==> config.mk <==
export PLATFORM = sky130hd
export DESIGN_NAME = bitmap_rect_fill_and_rotate_unit
export DESIGN_NICKNAME = d
export VERILOG_FILES = /design/src/rtl/brfr_pkg.sv /design/src/rtl/brfr_screen.sv /design/src/rtl/bitmap_rect_fill_and_rotate_unit.sv
export SDC_FILE = /design/constraint.sdc
export NUM_CORES = 2
export LEC_CHECK = 0
export BUFFER_PORTS_ARGS = -buffer_cell sky130_fd_sc_hd__buf_2
export CELL_PAD_IN_SITES_DETAIL_PLACEMENT = 0
export CELL_PAD_IN_SITES_GLOBAL_PLACEMENT = 2
export CORE_AREA = 3 3 368 370
export CTS_CLUSTER_SIZE = 30
export DETAILED_ROUTE_END_ITERATION = 7
export DIE_AREA = 0 0 371 373
export GPL_ROUTABILITY_DRIVEN = 0
export PLACE_DENSITY_LB_ADDON = 0.1
export SLEW_MARGIN = 5
export SYNTH_ARGS = -nofsm -noshare
export SYNTH_HDL_FRONTEND = slang
export SYNTH_SLANG_ARGS = --single-unit
export TNS_END_PERCENT = 1
==> constraint.sdc <==
create_clock -name clk -period 8.64 [get_ports clk]
set_clock_uncertainty 0.15 [all_clocks]
set_input_delay 2.592 -clock clk [delete_from_list [all_inputs] [get_ports clk]]
set_output_delay 2.592 -clock clk [all_outputs]
set_load 0.02 [all_outputs]
==> src/rtl/brfr_pkg.sv <==
// Shared constants, types and helper functions for the bitmap fill and rotate unit.
`timescale 1ns / 1ps

package brfr_pkg;

  localparam int ROWS = 8;
  localparam int COLS = 64;

  localparam int OP_W     = 2;
  localparam int WIDTH_W  = 7;
  localparam int HEIGHT_W = 4;
  localparam int INDEX_W  = 6;
  localparam int AMOUNT_W = 6;
  localparam int COUNT_W  = 10;

  localparam int ROW_CNT_W = $clog2(COLS + 1);
  localparam int SUM_W     = $clog2(ROWS * COLS + 1);
  localparam int COUNT_MAX = (1 << COUNT_W) - 1;
  localparam int AMOUNT_N  = 1 << AMOUNT_W;

  typedef enum logic [OP_W-1:0] {
    OP_FILL    = 2'd0,
    OP_ROT_ROW = 2'd1,
    OP_ROT_COL = 2'd2
  } op_t;

  typedef logic [COLS-1:0] row_t;
  typedef logic [ROWS-1:0][COLS-1:0] screen_t;
  typedef logic [ROW_CNT_W-1:0] row_cnt_t;

  typedef struct packed {
    logic [OP_W-1:0]     op;
    logic [WIDTH_W-1:0]  width;
    logic [HEIGHT_W-1:0] height;
    logic [INDEX_W-1:0]  index;
    logic [AMOUNT_W-1:0] amount;
  } cmd_t;

  typedef logic [AMOUNT_W-1:0] mod_tab_t [AMOUNT_N];

  // Builds a table of every shift amount reduced modulo n.
  function automatic mod_tab_t make_mod_tab(input int n);
    mod_tab_t tab;
    int r;
    r = 0;
    for (int i = 0; i < AMOUNT_N; i++) begin
      tab[i] = AMOUNT_W'(r);
      r = r + 1;
      if (r == n) begin
        r = 0;
      end
    end
    return tab;
  endfunction

  localparam mod_tab_t COL_MOD = make_mod_tab(COLS);
  localparam mod_tab_t ROW_MOD = make_mod_tab(ROWS);

  function automatic row_cnt_t count_row(input row_t v);
    row_cnt_t total;
    total = '0;
    for (int j = 0; j < COLS; j++) begin
      total = total + row_cnt_t'(v[j]);
    end
    return total;
  endfunction

endpackage

==> src/rtl/brfr_screen.sv <==
// Pixel screen register with the fill, row rotate and column rotate update logic.
`timescale 1ns / 1ps

module brfr_screen (
  input  logic             clk,
  input  logic             rst,
  input  logic             apply,
  input  brfr_pkg::cmd_t   cmd,
  output logic             bad,
  output brfr_pkg::screen_t screen
);
  import brfr_pkg::*;

  screen_t             screen_next;
  row_t                fill_mask;
  row_t                row_sel;
  row_t                row_rot;
  logic [2*COLS-1:0]   row_dbl;
  logic [ROWS-1:0]     col_sel;
  logic [ROWS-1:0]     col_rot;
  logic [2*ROWS-1:0]   col_dbl;
  logic [AMOUNT_W-1:0] row_dist;
  logic [AMOUNT_W-1:0] col_dist;

  always_comb begin
    row_dist  = COL_MOD[cmd.amount];
    col_dist  = ROW_MOD[cmd.amount];
    fill_mask = row_t'({COLS{1'b1}} >> (COLS - int'(cmd.width)));
    row_sel   = '0;
    col_sel   = '0;
    for (int i = 0; i < ROWS; i++) begin
      if (cmd.index == INDEX_W'(i)) begin
        row_sel = screen[i];
      end
      for (int j = 0; j < COLS; j++) begin
        if (cmd.index == INDEX_W'(j)) begin
          col_sel[i] = screen[i][j];
        end
      end
    end
    row_dbl = {row_sel, row_sel};
    row_rot = row_t'(row_dbl >> (COLS - int'(row_dist)));
    col_dbl = {col_sel, col_sel};
    col_rot = ROWS'(col_dbl >> (ROWS - int'(col_dist)));
  end

  always_comb begin
    screen_next = screen;
    bad         = 1'b0;
    unique case (cmd.op)
      OP_FILL: begin
        if (int'(cmd.width) > COLS || int'(cmd.height) > ROWS) begin
          bad = 1'b1;
        end else begin
          for (int i = 0; i < ROWS; i++) begin
            if (int'(cmd.height) > i) begin
              screen_next[i] = screen[i] | fill_mask;
            end
          end
        end
      end
      OP_ROT_ROW: begin
        if (int'(cmd.index) >= ROWS) begin
          bad = 1'b1;
        end else begin
          for (int i = 0; i < ROWS; i++) begin
            if (cmd.index == INDEX_W'(i)) begin
              screen_next[i] = row_rot;
            end
          end
        end
      end
      OP_ROT_COL: begin
        if (int'(cmd.index) >= COLS) begin
          bad = 1'b1;
        end else begin
          for (int i = 0; i < ROWS; i++) begin
            for (int j = 0; j < COLS; j++) begin
              if (cmd.index == INDEX_W'(j)) begin
                screen_next[i][j] = col_rot[i];
              end
            end
          end
        end
      end
      default: begin
        bad = 1'b1;
      end
    endcase
  end

  always_ff @(posedge clk) begin
    if (rst) begin
      screen <= '0;
    end else if (apply) begin
      screen <= screen_next;
    end
  end

  a_idle_holds: assert property (@(posedge clk) disable iff (rst)
    !apply |=> $stable(screen))
    else $error("screen changed without an applied command");

  a_bad_holds: assert property (@(posedge clk) disable iff (rst)
    apply && bad |=> $stable(screen))
    else $error("rejected command changed the screen");

  a_fill_no_clear: assert property (@(posedge clk) disable iff (rst)
    apply && cmd.op == OP_FILL |=> ((screen & $past(screen)) == $past(screen)))
    else $error("fill turned a pixel off");

endmodule

==> src/rtl/bitmap_rect_fill_and_rotate_unit.sv <==
// Top level of the bitmap fill and rotate unit: handshakes, count pipeline and result register.
`timescale 1ns / 1ps

// Channel   Signals                                                   Direction
// in        in_valid, in_ready, operation, rect_width, rect_height,   command in
//           line_index, shift_amount
// out       out_valid, out_ready, lit_count, bad_argument             result out
//
// One command word is taken per cycle while in_ready is high; its result word passes through p0, s1 and out.
// The screen is updated at the edge that accepts the command; per-row pixel counts
// are then registered and summed into the result register.
// Reset clears the screen and empties the pipeline.
// A stall on the output backs up through the count stages before in_ready falls.

module bitmap_rect_fill_and_rotate_unit (
  input  logic                            clk,
  input  logic                            rst,
  input  logic                            in_valid,
  output logic                            in_ready,
  input  logic [brfr_pkg::OP_W-1:0]       operation,
  input  logic [brfr_pkg::WIDTH_W-1:0]    rect_width,
  input  logic [brfr_pkg::HEIGHT_W-1:0]   rect_height,
  input  logic [brfr_pkg::INDEX_W-1:0]    line_index,
  input  logic [brfr_pkg::AMOUNT_W-1:0]   shift_amount,
  output logic                            out_valid,
  input  logic                            out_ready,
  output logic [brfr_pkg::COUNT_W-1:0]    lit_count,
  output logic                            bad_argument
);
  import brfr_pkg::*;

  cmd_t             cmd;
  logic             accept;
  logic             cmd_bad;
  screen_t          screen;
  logic             p0_valid;
  logic             p0_bad;
  logic             s1_valid;
  logic             s1_bad;
  row_cnt_t         row_cnt [ROWS];
  logic             out_load;
  logic             s1_adv;
  logic             p0_adv;
  logic [SUM_W-1:0] sum;

  assign cmd = '{op: operation, width: rect_width, height: rect_height,
                 index: line_index, amount: shift_amount};

  assign out_load = !out_valid || out_ready;
  assign s1_adv   = s1_valid && out_load;
  assign p0_adv   = p0_valid && (!s1_valid || s1_adv);
  assign in_ready = !p0_valid || p0_adv;
  assign accept   = in_valid && in_ready;

  brfr_screen u_screen (
    .clk    (clk),
    .rst    (rst),
    .apply  (accept),
    .cmd    (cmd),
    .bad    (cmd_bad),
    .screen (screen)
  );

  always_comb begin
    sum = '0;
    for (int i = 0; i < ROWS; i++) begin
      sum = sum + SUM_W'(row_cnt[i]);
    end
  end

  always_ff @(posedge clk) begin
    if (rst) begin
      p0_valid  <= 1'b0;
      s1_valid  <= 1'b0;
      out_valid <= 1'b0;
    end else begin
      if (accept) begin
        p0_valid <= 1'b1;
      end else if (p0_adv) begin
        p0_valid <= 1'b0;
      end
      if (p0_adv) begin
        s1_valid <= 1'b1;
      end else if (s1_adv) begin
        s1_valid <= 1'b0;
      end
      if (s1_adv) begin
        out_valid <= 1'b1;
      end else if (out_ready) begin
        out_valid <= 1'b0;
      end
    end
  end

  always_ff @(posedge clk) begin
    if (accept) begin
      p0_bad <= cmd_bad;
    end
    if (p0_adv) begin
      s1_bad <= p0_bad;
      for (int i = 0; i < ROWS; i++) begin
        row_cnt[i] <= count_row(screen[i]);
      end
    end
    if (s1_adv) begin
      bad_argument <= s1_bad;
      if (int'(sum) > COUNT_MAX) begin
        lit_count <= COUNT_W'(COUNT_MAX);
      end else begin
        lit_count <= COUNT_W'(sum);
      end
    end
  end

  a_accept_fills: assert property (@(posedge clk) disable iff (rst)
    accept |=> p0_valid)
    else $error("accepted command did not enter the pipeline");

  a_stall_blocks: assert property (@(posedge clk) disable iff (rst)
    p0_valid && s1_valid && !s1_adv |-> !in_ready)
    else $error("input taken while the count stage is stalled");

  a_count_bound: assert property (@(posedge clk) disable iff (rst)
    out_valid |-> int'(lit_count) <= ROWS * COLS)
    else $error("lit count beyond screen size");

endmodule
==> results.yml <==
timing:
  slew_headroom: -0.0791
  rsz0062_at_grt: "no"
  final.period_utilization: 0.954
  fmax_mhz: 121
  slew_violations: 2
  setup_viol_count_final: 0
  fin_ws_ps: 396
  fin_crit_ps: 8240
  finalHoldViolCount: 0
  totalNegativeSetupSlack_ps: 0
  worstMarginPinSlew_ps: 1600
  holdWs_ps: 277
logic_synthesis:
  ys_top_cells_by_count: "inv_1, a21oi_1, a211oi_1, dfxtp_1, fa_1"
  syn_avg_cell_area_um2: 8.84
  synth_edf_count: 69
  synth_top_area_frac: 0.186
  ys.flop_type: "dfxtp_1"
  synth_most_common_cell: "inv_1"
  async_reset_ff_frac: 0
  ys_seq_elements: 584
  synth_largest_area_cell: "dfxtp_1"
  yosysWarnings: 0
  netlist_instances: 6267
  synth_fp_nets: 6905
  ys_seq_area_frac: 0.223
  synth_area_leaders: "dfxtp_1, fa_1, a211oi_1"
  synth_area_um2: 55400
  ys_types: 111
grt:
  grt_max_degree: 148
  grt_first_pass_wirelength_mm: 479
  overflow: 0
  antenna_found_initial: 21
  grt_pass1_vias: 55000
  grt_usage: 0.502
clocking:
  htreeDepth: 3
  cts-resized-gates: 0
  clockRootBuffer: "clkbuf_16"
  cts_hold_buffers: 0
  cts_tree: "yes"
  clockBufferDepth: 3
  clk_pin_slew_ps: 60
  cts.sinks: 584
  post_cts_buffers: 0
  cts_inserted_buffers: 74
  clk_latency_ps: 760
die:
  die_x_um: 371
  io-pin-count: 42
  die_area_um2: 138000
  initial_core_util: 0.417
  die_h_um: 373
  rows: 134
  core_area_um2: 133000
worst_setup_path:
  crit_chain: "buf_8 -> clkinv_2 -> buf_12 -> o2111a_1 -> a211oi_1 -> a21boi_0 -> o21ai_0 -> o311ai_0 -> and2_1 -> o22ai_1 -> a211oi_1 -> o211a_4 -> buf_12 -> a211oi_1"
  end_kind: "flop"
  worst_setup_path_start_kind: "input port"
  cp.required_ps: 9010
  crit_type: "input port to flop"
  cpMostUsedCell: "a211oi_1"
  worst_ep_arrival_time_ps: 8620
  path_delay_family: "compound AO/OA/AOI/OAI gates"
  slowest_stage: "a211oi_1"
  worst-path-buf-inv: 4
  cpPeakStageDelay_ps: 890
  worstPathMaxFanout: 40
placement:
  dpl_worst_slack_ps: 390
  hpwl_mm: 276
  port_buffers: 41
  dp_cells: 7893
routing:
  vias_per_cell: 7.40
  routed_wl_mm: 358
  post_drt_wl_per_cell_um: 44.5
  dr.pass1.iters: 8
  antenna_left: 0
  vias: 59500
  remaining_drc_errors: 57
  drt-initial-drc-count: 12000
final_layout:
  top_regs: "u_screen.screen (512), row_cnt (56), lit_count (10)"
  final_layout_size_suffix_gt1_frac: 0.135
  regMostFlops: "u_screen.screen"
  largest_register_ffs: 512
  instances_no_fill: 8041
  layout.nets: 6839
  syn2layout_area_growth_pct: 10.9
outcome:
  status: "finished, violations left"
  violations: "design-rule violations, max-capacitance violations, max-slew violations"
power_and_ir_drop:
  leakagePower_nw: 23.0
  power_mw: 16.7
  powerDensity_nw_per_um2: 271
  peakVddDrop_mv: 0.747
hold_path:
  hold_class: "flop to flop"
run:
  maxCapViolCount: 2
power breakdown:
part	internal [mW]	switching (mW)
Clock	1.94	1.46
Combinational	3.69	5.77
Sequential	3.41	0.378
worst register-to-register path: stages (launching register included):
cell and delay [ps]:
dfxtp_1 610, inv_1 150, fa_1 510, fa_1 880, fa_1 560, fa_1 520, fa_1 460, fa_1 680
fa_1 490, fa_1 520, inv_1 50, ha_1 280, inv_1 120, fa_1 220, inv_1 50, a21o_1 160
a21oi_1 200, o21bai_1 100, a21o_1 200
per-stage QoR:
stage | util | instance area [um2]
detailed placement | 0.442 | 58800
global route | 0.462 | 61400
CTS | 0.462 | 61400
global placement | 0.442 | 58800
floorplan | - | 55400
finish | 0.462 | 61400
cell families (layout without fill, tap and decap cells):
group / count (synthesis) / count (layout) / synth area share
mux: 345 / 345 / 0.0900
buf+inv: 1303 / 1293 / 0.0979
fa+ha+maj: 609 / 609 / 0.202
flops: 584 / 584 / 0.223
compound gates: 2355 / 2355 / 0.288
xor+xnor: 56 / 56 / 0.00885
other cells: 0 / 16 / 0
simple gates: 1015 / 1015 / 0.0899
final cells by class:
class	instances	area [um2]
inverters	780	2930
clock buffers	100	2110
multi-input cells	4380	38000
repair buffers	381	3250
fillers	13300	71500
flip-flops and latches	584	12400
clock inverters	32	460
well taps	1768	2210
diodes	16	40.0
layout by cell type, fill, tap and decap left out, types with 46 or more instances in the layout:
cell type,instances
inv_1,775
a21oi_1,771
a211oi_1,578
dfxtp_1,515
fa_1,473
nand2_1,305
buf_4,304
nor2_1,261
o21ai_0,216
mux2i_1,162
ha_1,133
mux4_2,115
nor3_1,94
nand3_1,84
clkbuf_16,75
edfxtp_1,69
a22oi_1,66
mux2_2,66
o22ai_1,65
o211ai_1,58
a221oi_1,46
metal layers:
layer	up-vias	wire (um)	GRT usage
li1	22700	-	-
met1	29500	126000	0.611
met2	5632	131000	0.635
met3	1625	61200	0.285
met4	30	37300	0.387
met5	-	1110	0.0503
worst paths after layout:
path	from	endpoint	slack, ps	depth (start not counted)
worst max-delay path	line_index[1]	u_screen.screen[377]	400	14
worst min register to register	s1_bad	bad_argument	280	0
worst max register to register	u_screen.screen[135]	row_cnt[0][20]	1450	18
worst min-delay path	s1_bad	bad_argument	280	0
No activity file was read; power rests on OpenSTA's default activity.
